<file path="src/rtl/slsm_pkg.sv">
// package for the skip list sorted multiset: payload structs, request codes,
// controller/datapath command and status structs; no dependencies
`timescale 1ns / 1ps
`default_nettype none
package slsm_pkg;
	localparam int DEF_POOL_NODES = 256;
	localparam int DEF_MAX_LEVELS = 16;
	localparam logic [15:0] LFSR_SEED = 16'hACE1;
	localparam logic [15:0] LFSR_TAPS = 16'hB400;

	localparam logic [1:0] REQ_SEARCH = 2'd0;
	localparam logic [1:0] REQ_ADD    = 2'd1;
	localparam logic [1:0] REQ_ERASE  = 2'd2;
	localparam logic [1:0] REQ_RSVD   = 2'd3;  // unused, answered with no hit

	typedef struct packed {
		logic [1:0]         req_type;
		logic signed [31:0] key_value;
	} req_t;

	typedef struct packed {
		logic hit;
		logic pool_full;
	} rsp_t;

	// datapath micro-operations issued by the controller
	localparam logic [3:0] OP_NONE      = 4'd0;
	localparam logic [3:0] OP_LATCH     = 4'd1;  // capture request, start walk
	localparam logic [3:0] OP_RD_LINK   = 4'd2;  // read link(cur, lvl)
	localparam logic [3:0] OP_RD_KEY    = 4'd3;  // read key(nx)
	localparam logic [3:0] OP_ADVANCE   = 4'd4;  // cur <= nx
	localparam logic [3:0] OP_DESCEND   = 4'd5;  // path[lvl] <= cur, lvl--
	localparam logic [3:0] OP_DRAW      = 4'd6;  // one lfsr bit
	localparam logic [3:0] OP_ALLOC     = 4'd7;  // pop free node, write key
	localparam logic [3:0] OP_LNK_RD    = 4'd8;  // read link(path[idx], idx)
	localparam logic [3:0] OP_LNK_WR    = 4'd9;  // link splice write step
	localparam logic [3:0] OP_SHRINK    = 4'd10; // decrement top level
	localparam logic [3:0] OP_FREE      = 4'd11; // push node back
	localparam logic [3:0] OP_DEL_RD    = 4'd12; // read link(del, idx)

	typedef struct packed {
		logic [3:0] op;
		logic       flag;   // sub-step select inside an op
	} cmd_t;

	typedef struct packed {
		logic       nx_null;   // registered link read is null
		logic       key_lt;    // key(nx) < request key
		logic       key_eq;
		logic       lvl_zero;  // walk level index is zero
		logic       lfsr_one;  // bit about to be drawn is one
		logic       lvl_cap;   // new level reached max
		logic       lvl_done;  // splice index reached bound
		logic       pool_empty;
		logic       lnk_match; // link(path[i], i) == del
		logic       top_null;  // head link at top-1 is null and top > 1
		logic [1:0] req_type;
	} sts_t;
endpackage
`default_nettype wire

</file>
<file path="src/rtl/slsm_ctrl.sv">
// skip list controller: sequences walk, level draw, splice and unlink
// depends on slsm_pkg
`timescale 1ns / 1ps
`default_nettype none
module slsm_ctrl (
	input  wire logic           clk,
	input  wire logic           arst_n,
	input  wire logic           start,
	output logic                busy,
	output logic                done,
	output slsm_pkg::rsp_t      rsp,
	input  wire slsm_pkg::sts_t sts,
	output slsm_pkg::cmd_t      cmd
);
	import slsm_pkg::*;
	localparam logic [4:0] S_IDLE = 5'd0,  S_LINK = 5'd1,  S_LWAIT = 5'd2,
		S_KEY = 5'd3, S_CMP = 5'd4, S_DESC = 5'd5, S_FIN_RD = 5'd6,
		S_FIN_W = 5'd7, S_FIN_C = 5'd9, S_DRAW = 5'd10,
		S_POP = 5'd12, S_ALLOC = 5'd13, S_SP_RD = 5'd14,
		S_SP_W = 5'd15, S_SP_P = 5'd17, S_DL_RD = 5'd18,
		S_DL_W = 5'd19, S_DL_X = 5'd20, S_DL_N = 5'd21, S_SHR = 5'd22,
		S_FREE = 5'd23, S_RESP = 5'd24, S_DL_PW = 5'd25;
	logic [4:0] state_q, state_d;
	rsp_t rsp_q, rsp_d;

	always_comb begin
		state_d = state_q;
		rsp_d   = rsp_q;
		cmd     = '{op: OP_NONE, flag: 1'b0};
		unique case (state_q)
			S_IDLE: if (start) begin
				cmd = '{op: OP_LATCH, flag: 1'b0};
				state_d = S_LINK;
			end
			S_LINK: begin
				rsp_d = '{hit: 1'b0, pool_full: 1'b0};
				if (sts.req_type == REQ_ADD && sts.pool_empty) begin
					rsp_d.pool_full = 1'b1;
					state_d = S_RESP;
				end else if (sts.req_type != REQ_SEARCH && sts.req_type != REQ_ADD &&
				             sts.req_type != REQ_ERASE) begin
					state_d = S_RESP;
				end else begin
					cmd = '{op: OP_RD_LINK, flag: 1'b0};
					state_d = S_LWAIT;
				end
			end
			S_LWAIT: begin
				if (sts.nx_null) state_d = S_DESC;
				else begin
					cmd = '{op: OP_RD_KEY, flag: 1'b0};
					state_d = S_CMP;
				end
			end
			S_CMP: begin
				if (sts.key_lt) begin
					cmd = '{op: OP_ADVANCE, flag: 1'b0};
					state_d = S_KEY;
				end else state_d = S_DESC;
			end
			S_KEY: begin
				cmd = '{op: OP_RD_LINK, flag: 1'b0};
				state_d = S_LWAIT;
			end
			S_DESC: begin
				cmd = '{op: OP_DESCEND, flag: 1'b0};
				state_d = sts.lvl_zero ? S_FIN_RD : S_KEY;
			end
			S_FIN_RD: begin
				// re-read link(path[0],0) through the splice read port
				cmd = '{op: OP_LNK_RD, flag: 1'b0};
				state_d = S_FIN_W;
			end
			S_FIN_W: begin
				if (sts.req_type == REQ_ADD) state_d = S_DRAW;
				else if (sts.nx_null) state_d = S_RESP;
				else begin
					cmd = '{op: OP_RD_KEY, flag: 1'b0};
					state_d = S_FIN_C;
				end
			end
			S_FIN_C: begin
				if (sts.key_eq) begin
					rsp_d.hit = 1'b1;
					if (sts.req_type == REQ_ERASE) begin
						cmd = '{op: OP_NONE, flag: 1'b1};
						state_d = S_DL_RD;
					end else state_d = S_RESP;
				end else state_d = S_RESP;
			end
			S_DRAW: begin
				cmd = '{op: OP_DRAW, flag: !(sts.lfsr_one && !sts.lvl_cap)};
				state_d = (sts.lfsr_one && !sts.lvl_cap) ? S_DRAW : S_POP;
			end
			S_POP: begin
				cmd = '{op: OP_ALLOC, flag: 1'b0};
				state_d = S_ALLOC;
			end
			S_ALLOC: begin
				cmd = '{op: OP_ALLOC, flag: 1'b1};
				rsp_d.hit = 1'b1;
				state_d = S_SP_RD;
			end
			S_SP_RD: begin
				cmd = '{op: OP_LNK_RD, flag: 1'b0};
				state_d = S_SP_W;
			end
			S_SP_W: begin
				cmd = '{op: OP_LNK_WR, flag: 1'b0};
				state_d = S_SP_P;
			end
			S_SP_P: begin
				cmd = '{op: OP_LNK_WR, flag: 1'b1};
				state_d = sts.lvl_done ? S_RESP : S_SP_RD;
			end
			S_DL_RD: begin
				cmd = '{op: OP_LNK_RD, flag: 1'b0};
				state_d = S_DL_X;
			end
			S_DL_X: begin
				if (sts.lnk_match) begin
					cmd = '{op: OP_DEL_RD, flag: 1'b0};
					state_d = S_DL_PW;
				end else state_d = S_DL_N;
			end
			S_DL_PW: begin
				cmd = '{op: OP_LNK_WR, flag: 1'b1};
				state_d = S_DL_W;
			end
			S_DL_W: state_d = S_DL_N;
			S_DL_N: begin
				if (sts.lvl_done) state_d = S_SHR;
				else begin
					cmd = '{op: OP_DEL_RD, flag: 1'b1};
					state_d = S_DL_RD;
				end
			end
			S_SHR: begin
				if (sts.top_null) cmd = '{op: OP_SHRINK, flag: 1'b0};
				else state_d = S_FREE;
			end
			S_FREE: begin
				cmd = '{op: OP_FREE, flag: 1'b0};
				state_d = S_RESP;
			end
			S_RESP: state_d = S_IDLE;
			default: state_d = S_IDLE;
		endcase
	end

	always_ff @(posedge clk or negedge arst_n) begin
		if (!arst_n) begin
			state_q <= S_IDLE;
			rsp_q   <= '0;
		end else begin
			state_q <= state_d;
			rsp_q   <= rsp_d;
		end
	end

	assign busy = (state_q != S_IDLE);
	assign done = (state_q == S_RESP);
	assign rsp  = rsp_q;
endmodule
`default_nettype wire

</file>
<file path="config.mk">
export PLATFORM = sky130hd
export DESIGN_NAME = slsm_ctrl
export DESIGN_NICKNAME = d
export VERILOG_FILES = /design/src/rtl/slsm_pkg.sv /design/src/rtl/slsm_ctrl.sv
export SDC_FILE = /design/constraint.sdc
export NUM_CORES = 1
export LEC_CHECK = 0
export BUFFER_PORTS_ARGS = -buffer_cell sky130_fd_sc_hd__buf_2
export CAP_MARGIN = 5
export CORE_MARGIN = 8
export CORE_UTILIZATION = 49
export CTS_CLUSTER_SIZE = 24
export DETAILED_ROUTE_END_ITERATION = 6
export PLACE_DENSITY_LB_ADDON = 0.3
export SLEW_MARGIN = 40
export SYNTH_ARGS = -nofsm -noshare
export SYNTH_HDL_FRONTEND = slang
export SYNTH_SLANG_ARGS = --single-unit
</file>
<file path="constraint.sdc">
create_clock -name clk -period 1.4 [get_ports clk]
set_clock_uncertainty 0.15 [all_clocks]
set_input_delay 0.28 -clock clk [delete_from_list [all_inputs] [get_ports clk]]
set_output_delay 0.28 -clock clk [all_outputs]
set_load 0.005 [all_outputs]
</file>
==> results of run 1 <==
report_power, final:
| group | leakage [nW] | switching (mW) | total [mW] | internal, mW |
|---|---|---|---|---|
| clock network | 0.0177 | 0.103 | 0.209 | 0.106 |
| logic | 0.689 | 1.75 | 3.44 | 1.69 |
| registers | 0.0845 | 0.186 | 0.489 | 0.303 |
cell families after synthesis:
kind of cell | count (synthesis)
buffers and inverters | 18
multiplexers | 2
XOR/XNOR | 1
AO/OA/AOI/OAI | 54
flip-flops | 7
AND/OR/NAND/NOR | 61
area by class of cell:
class                   instances  area, um^2
repair buffers                 79         583
flip-flops and latches          7         181
clock inverters                 1        5.00
multi-input cells             118         953
fillers                       112         353
inverters                       4        15.0
well taps                      28        35.0
clock buffers                   3        22.5
metal layers:
metal  global-route usage, %  wire length, um  up-vias
met4                    11.1              340        0
met1                    26.4             2000      754
met2                    35.0             2430      164
li1                        -                -      678
met5                       0                0        -
met3                    5.73              624       49
sequential cells by signal (all words and copies together), names as in the netlist:
| signal | flops |
|---|---|
| rsp | 2 |
| state_q | 5 |
cells in the mapped netlist (2+ instances only):
library cell	count	area share (%)
nand2_1	10	3.5
buf_2	11	5.1
o211ai_1	3	2.1
buf_4	2	1.4
and2b_1	2	1.4
a21o_1	2	1.4
o31a_1	3	2.4
o31ai_2	2	2.3
a21oi_1	8	3.7
o221ai_1	2	1.6
o2111ai_1	2	1.6
or3_1	3	1.7
nand2b_1	12	6.9
nor2b_1	4	2.3
o21a_1	2	1.4
o32ai_1	3	2.4
or3b_1	2	1.6
dfrtp_1	7	16
o22ai_1	2	1.2
nor2_1	8	2.8
inv_1	4	1.4
o21ai_1	5	2.3
nand4_1	3	1.7
nand3b_1	3	2.1
mux2i_1	2	1.9
nor3_1	4	1.9
o21ai_0	9	4.2
final timing paths:
kind / from / end / slack, ps / cells after the start
worst max-delay path: state_q[4] / cmd[1] / -690 / 6
worst min-delay path: sts[4] / rsp[0] / 140 / 3
worst max register to register: state_q[1] / state_q[3] / -380 / 4
worst min register to register: rsp[0] / rsp[0] / 400 / 2
max in group asynchronous: arst_n / state_q[1] / 680 / 2
min in group asynchronous: arst_n / rsp[1] / 230 / 2
critical path, stage by stage, from the launching register on:
cell and delay, ps:
dfrtp_2 420, buf_6 140, and2b_1 200, o21ai_0 230, and3_1 210, o21ai_1 60
buf_2 130
layout by cell type, fill, tap and decap left out, types with 2 or more instances in the layout:
cell type and count:
dfrtp_2 5, clkbuf_4 3, nand2_1 10, o21ai_1 6
nor3_2 2, and2b_1 2, nor2b_1 3, nand2b_4 4
nor2_2 3, o21a_1 2, buf_4 44, or3_1 2
nand2b_1 9, o21ai_0 7, o32ai_2 3, buf_2 23
o211ai_1 3, a21o_1 2, inv_1 3, a21oi_2 2
o31a_1 3, nand3b_1 3, nor3_1 3, o2111ai_1 2
mux2i_1 2, nor2_1 3, nor2_4 3, or3b_4 2
nand4_1 3, a21oi_1 7, buf_6 10, dfrtp_1 2
timing repair:
action | CTS | global route
hold buffers | 1 | 0
pin swaps | 11 | 10
endpoints found under the hold margin | 7 | 0
buffers inserted | 7 | 5
setup endpoints to repair | 14 | 14
gates resized for setup | 21 | 17
through the flow:
stage | TNS [ps] | area (um^2) | cells
floorplan | -753 | 1160 | 143
global placement | -3570 | 1510 | 223
detailed placement | -4050 | 1510 | 223
CTS | -5570 | 1690 | 235
global route | -7350 | 1800 | 240
finish | -6530 | 1800 | 240
==> impl_metrics.env, run 1 <==
export IMPL_outcome="finished with violations"
export IMPL_violations="setup timing"
export IMPL_grt_first_pass_wirelength_mm=7.16
export IMPL_critPathArrivalTime_ps=1660
export IMPL_dieArea_um2=3970
export IMPL_synthMuxAreaShare_pct=1.85
export IMPL_synth_cells=143
export IMPL_p_leak_nw=0.792
export IMPL_coreArea_um2=2150
export IMPL_synthArstFlopShare_pct=100
export IMPL_clk_path_buf_depth=2
export IMPL_fp_dieW_um=63.0
export IMPL_period_minus_slack_ps=2090
export IMPL_min_path_type="in -> reg"
export IMPL_ys_seq_area_share_pct=16.2
export IMPL_dr_pass1_iters=5
export IMPL_tightest_slew_ps=397
export IMPL_synth_nets=158
export IMPL_via_count=1645
export IMPL_setup_viol=14
export IMPL_drv_slew=0
export IMPL_wire_per_inst_um=22.5
export IMPL_rows=17
export IMPL_clock_sinks=7
export IMPL_syn_area_per_cell_um2=7.56
export IMPL_hold_viol=0
export IMPL_end_kind="primary output"
export IMPL_synth_edf_count=0
export IMPL_p_per_area_nw_per_um2=2310
export IMPL_holdWs_ps=145
export IMPL_clockRootBuffer="clkbuf_4"
export IMPL_htree_levels=1
export IMPL_io_pins=24
export IMPL_grt_overflow_total=0
export IMPL_insertedDiodeCount=0
export IMPL_areaGrowthSynthToFinish_pct=66.1
export IMPL_max_cap_violations=0
export IMPL_antenna_found_initial=0
export IMPL_grt_max_degree=20
export IMPL_synthFlopType="dfrtp_1"
export IMPL_drc=0
export IMPL_hpwl_mm=3.09
export IMPL_start_util_pct=50.3
export IMPL_clock_latency_ps=260
export IMPL_fin_crit_sh_pct=149
export IMPL_synth_fa_ha_area_share_pct=0
export IMPL_vias_per_cell=6.85
export IMPL_die_y_um=63.0
export IMPL_synth_warnings=0
export IMPL_synth_xor_area_share_pct=0.810
export IMPL_slew_headroom_pct=73.2
export IMPL_place_worst_setup_slack_ps=-409
export IMPL_crit_fanout=6
export IMPL_setup_slack_ps=-693
export IMPL_postLayoutCoreUtil_pct=83.6
export IMPL_ir_drop_mv=1.53
export IMPL_drt_iter0_drc=234
export IMPL_first_global_vias=1475
export IMPL_synth_top_family_by_area="compound AO/OA/AOI/OAI gates"
export IMPL_max_freq_mhz=478
export IMPL_wl_mm=5.40
export IMPL_clkTransAtPathRegs_ps=70
export IMPL_synth_compound_area_share_pct=37.8
export IMPL_synth_distinct_cells=50
export IMPL_cts_tree="built"
export IMPL_grt_use_total_pct=22.0
export IMPL_rsz0062_at_grt="true"
export IMPL_power_total_mw=4.14
export IMPL_ant_nets=0
export IMPL_synth_seq_cells=7
export IMPL_required_ps=970
export IMPL_synthSimpleGateAreaFrac_pct=34.4
export IMPL_syn_area_um2=1080
export IMPL_finalNetCount=228
export IMPL_crit_path_start_kind="flip-flop"
export IMPL_numCtsBuffers=3
export IMPL_gp_congestion=1.02
export IMPL_crit_type="reg -> out"
export IMPL_drive_gt1_share_pct=56.1
export IMPL_port_buffers=23
(Power assumes the default switching activity.)
==> run 2, diff against run 1 <==
Settings changed: REMOVE_ABC_BUFFERS from default to 1, SLEW_MARGIN 40 to 20.
Clock period 1.4 ns to 1.69 ns, I/O delays scaled along.
==> run 2 against run 1 <==
Compared with the run above: the flow still finishes with violations (setup timing); sequential power shrank 29%; via count up 5.2%; combinational power down 7.8%; clock power decreased by 15%; total power down 11%; core utilization up 3.4 points; register-to-register slack improved by 250 ps; global-route usage rose by 2.8 points; hold slack gained 78 ps; non-clock buffer count rose by 8; sequential cell count did not move; die area did not move.
==> impl_metrics.env, run 2 (synthesis gave the netlist of run 1 again) <==
export IMPL_drt_iter0_drc=263
export IMPL_violations="setup timing"
export IMPL_ant_nets=0
export IMPL_gp_congestion=1.05
export IMPL_wire_per_inst_um=24.9
export IMPL_wl_mm=6.18
export IMPL_grt_overflow_total=0
export IMPL_clk_path_buf_depth=2
export IMPL_crit_path_start_kind="flip-flop"
export IMPL_htree_levels=1
export IMPL_rrSetupSlack_ps=-130
export IMPL_path_buf_inv=1
export IMPL_antenna_found_initial=0
export IMPL_rows=17
export IMPL_largest_register_ffs=5
export IMPL_register_area_um2=176
export IMPL_max_freq_mhz=450
export IMPL_hold_end="rsp[0]"
export IMPL_r2r_start="state_q[4]"
export IMPL_place_inst=233
export IMPL_crit_chain="and2b_2 -> a22o_1 -> a21oi_1 -> o21ai_2 -> buf_2"
export IMPL_clkTransAtPathRegs_ps=70
export IMPL_grt_max_degree=11
export IMPL_drv_slew=0
export IMPL_period_minus_slack_ps=2220
export IMPL_hold_viol=0
export IMPL_ir_drop_mv=1.47
export IMPL_grt_first_pass_wirelength_mm=7.89
export IMPL_worstHoldStart="sts[4]"
export IMPL_outcome="finished with violations"
export IMPL_r2r_cells=5
export IMPL_numCtsBuffers=3
export IMPL_min_path_type="in -> reg"
export IMPL_stdcell_count=248
export IMPL_start_util_pct=50.3
export IMPL_setup_viol=13
export IMPL_dr_pass1_iters=6
export IMPL_crit_fanout=4
export IMPL_io_pins=24
export IMPL_coreArea_um2=2150
export IMPL_fin_crit_sh_pct=131
export IMPL_p_leak_nw=0.840
export IMPL_required_ps=1200
export IMPL_fin_area_um2=1870
export IMPL_port_buffers=23
export IMPL_die_y_um=63.0
export IMPL_max_cap_violations=0
export IMPL_end_kind="primary output"
export IMPL_r2r_end="rsp[0]"
export IMPL_grt_use_total_pct=24.7
export IMPL_slowest_delay_ps=420
export IMPL_clockRootBuffer="clkbuf_4"
export IMPL_areaGrowthSynthToFinish_pct=72.9
export IMPL_place_area_um2=1550
export IMPL_cts_tree="built"
export IMPL_via_count=1730
export IMPL_crit_type="reg -> out"
export IMPL_first_global_vias=1572
export IMPL_p_per_area_nw_per_um2=1980
export IMPL_vias_per_cell=6.98
export IMPL_final_common_cell="buf_4"
export IMPL_largest_register="state_q"
export IMPL_final_cell_mix="buf_4 (47), buf_2 (23), buf_6 (15)"
export IMPL_hold_depth=3
export IMPL_fp_dieW_um=63.0
export IMPL_fillers=93
export IMPL_cp_top_family="compound AO/OA/AOI/OAI gates"
export IMPL_tightest_slew_ps=456
export IMPL_critPathArrivalTime_ps=1730
export IMPL_drc=0
export IMPL_finalNetCount=236
export IMPL_clock_sinks=7
export IMPL_setup_slack_ps=-531
export IMPL_multi_input_area_um2=955
export IMPL_dieArea_um2=3970
export IMPL_critical_path_slowest_cell="dfrtp_1"
export IMPL_slew_headroom_pct=69.6
export IMPL_rsz0062_at_grt="true"
export IMPL_hpwl_mm=3.21
export IMPL_drive_gt1_share_pct=56.4
export IMPL_insertedDiodeCount=0
export IMPL_clock_latency_ps=280
==> run 2: cell count changes in the layout (fill, tap and decap cells not counted), moves of 2 or more <==
cell     delta
buf_4       +3
buf_6       +5
dfrtp_1     +4
dfrtp_2     -4
o21ai_1     -2
o21ai_2     +2
==> run 2: area by class of cell <==
type	count	share of cell area [%]
Multi-Input combinational cell	118	51.1
Tap cell	28	1.87
Inverter	4	0.803
Clock buffer	4	1.41
Sequential cell	7	9.44
Timing Repair Buffer	87	35.4
==> run 2: worst max-delay path by stage <==
stage	slack [ps]	to	from	depth (start not counted)
floorplan	-340	cmd[2]	state_q[3]	4
global placement	-80	cmd[1]	state_q[4]	6
detailed placement	-150	cmd[1]	state_q[4]	5
CTS	-390	cmd[2]	state_q[4]	5
global route	-590	cmd[0]	state_q[2]	6
finish	-530	cmd[1]	state_q[4]	5
==> run 2: power by group <==
| part | total (mW) | leakage, nW | internal [mW] | switching (mW) |
|---|---|---|---|---|
| clock network | 0.178 | 0.0150 | 0.0914 | 0.0870 |
| registers | 0.349 | 0.0898 | 0.244 | 0.105 |
| logic | 3.17 | 0.735 | 1.55 | 1.62 |
==> run 2: timing repair <==
action,in CTS,in global routing
endpoints found under the hold margin,7,0
buffers inserted,3,7
gates resized for setup,24,25
endpoints found under the setup margin,10,14
pin swaps,8,12
hold buffers,1,0
==> run 2: stage by stage <==
| step | total power, mW | setup TNS (ps) | utilization (%) | setup WS (ps) | hold slack, ps |
|---|---|---|---|---|---|
| after floorplan | 1.42 | -1490 | - | -341 | -108 |
| after global placement | 2.51 | -275 | 72.0 | -82.2 | 23.7 |
| after detailed placement | 2.59 | -567 | 72.0 | -154 | 25.5 |
| after CTS | 3.01 | -2250 | 79.3 | -391 | 197 |
| after global routing | 3.80 | -3680 | 87.0 | -585 | 220 |
| final | 3.69 | -3360 | 87.0 | -531 | 223 |
==> run 2: worst reg2reg max path, cell delays in order, from the launching register on <==
cell and delay, ps:
dfrtp_1 430, buf_4 150, buf_4 140, or3b_4 440, o31ai_4 240, o41ai_2 120
==> run 2: metal layers <==
layer / share of wire (%) / global-route usage [%]
met1: 35 / 27.6
met2: 44 / 40.5
met3: 12 / 7.17
met4: 9.1 / 14.8
met5: 0 / 0
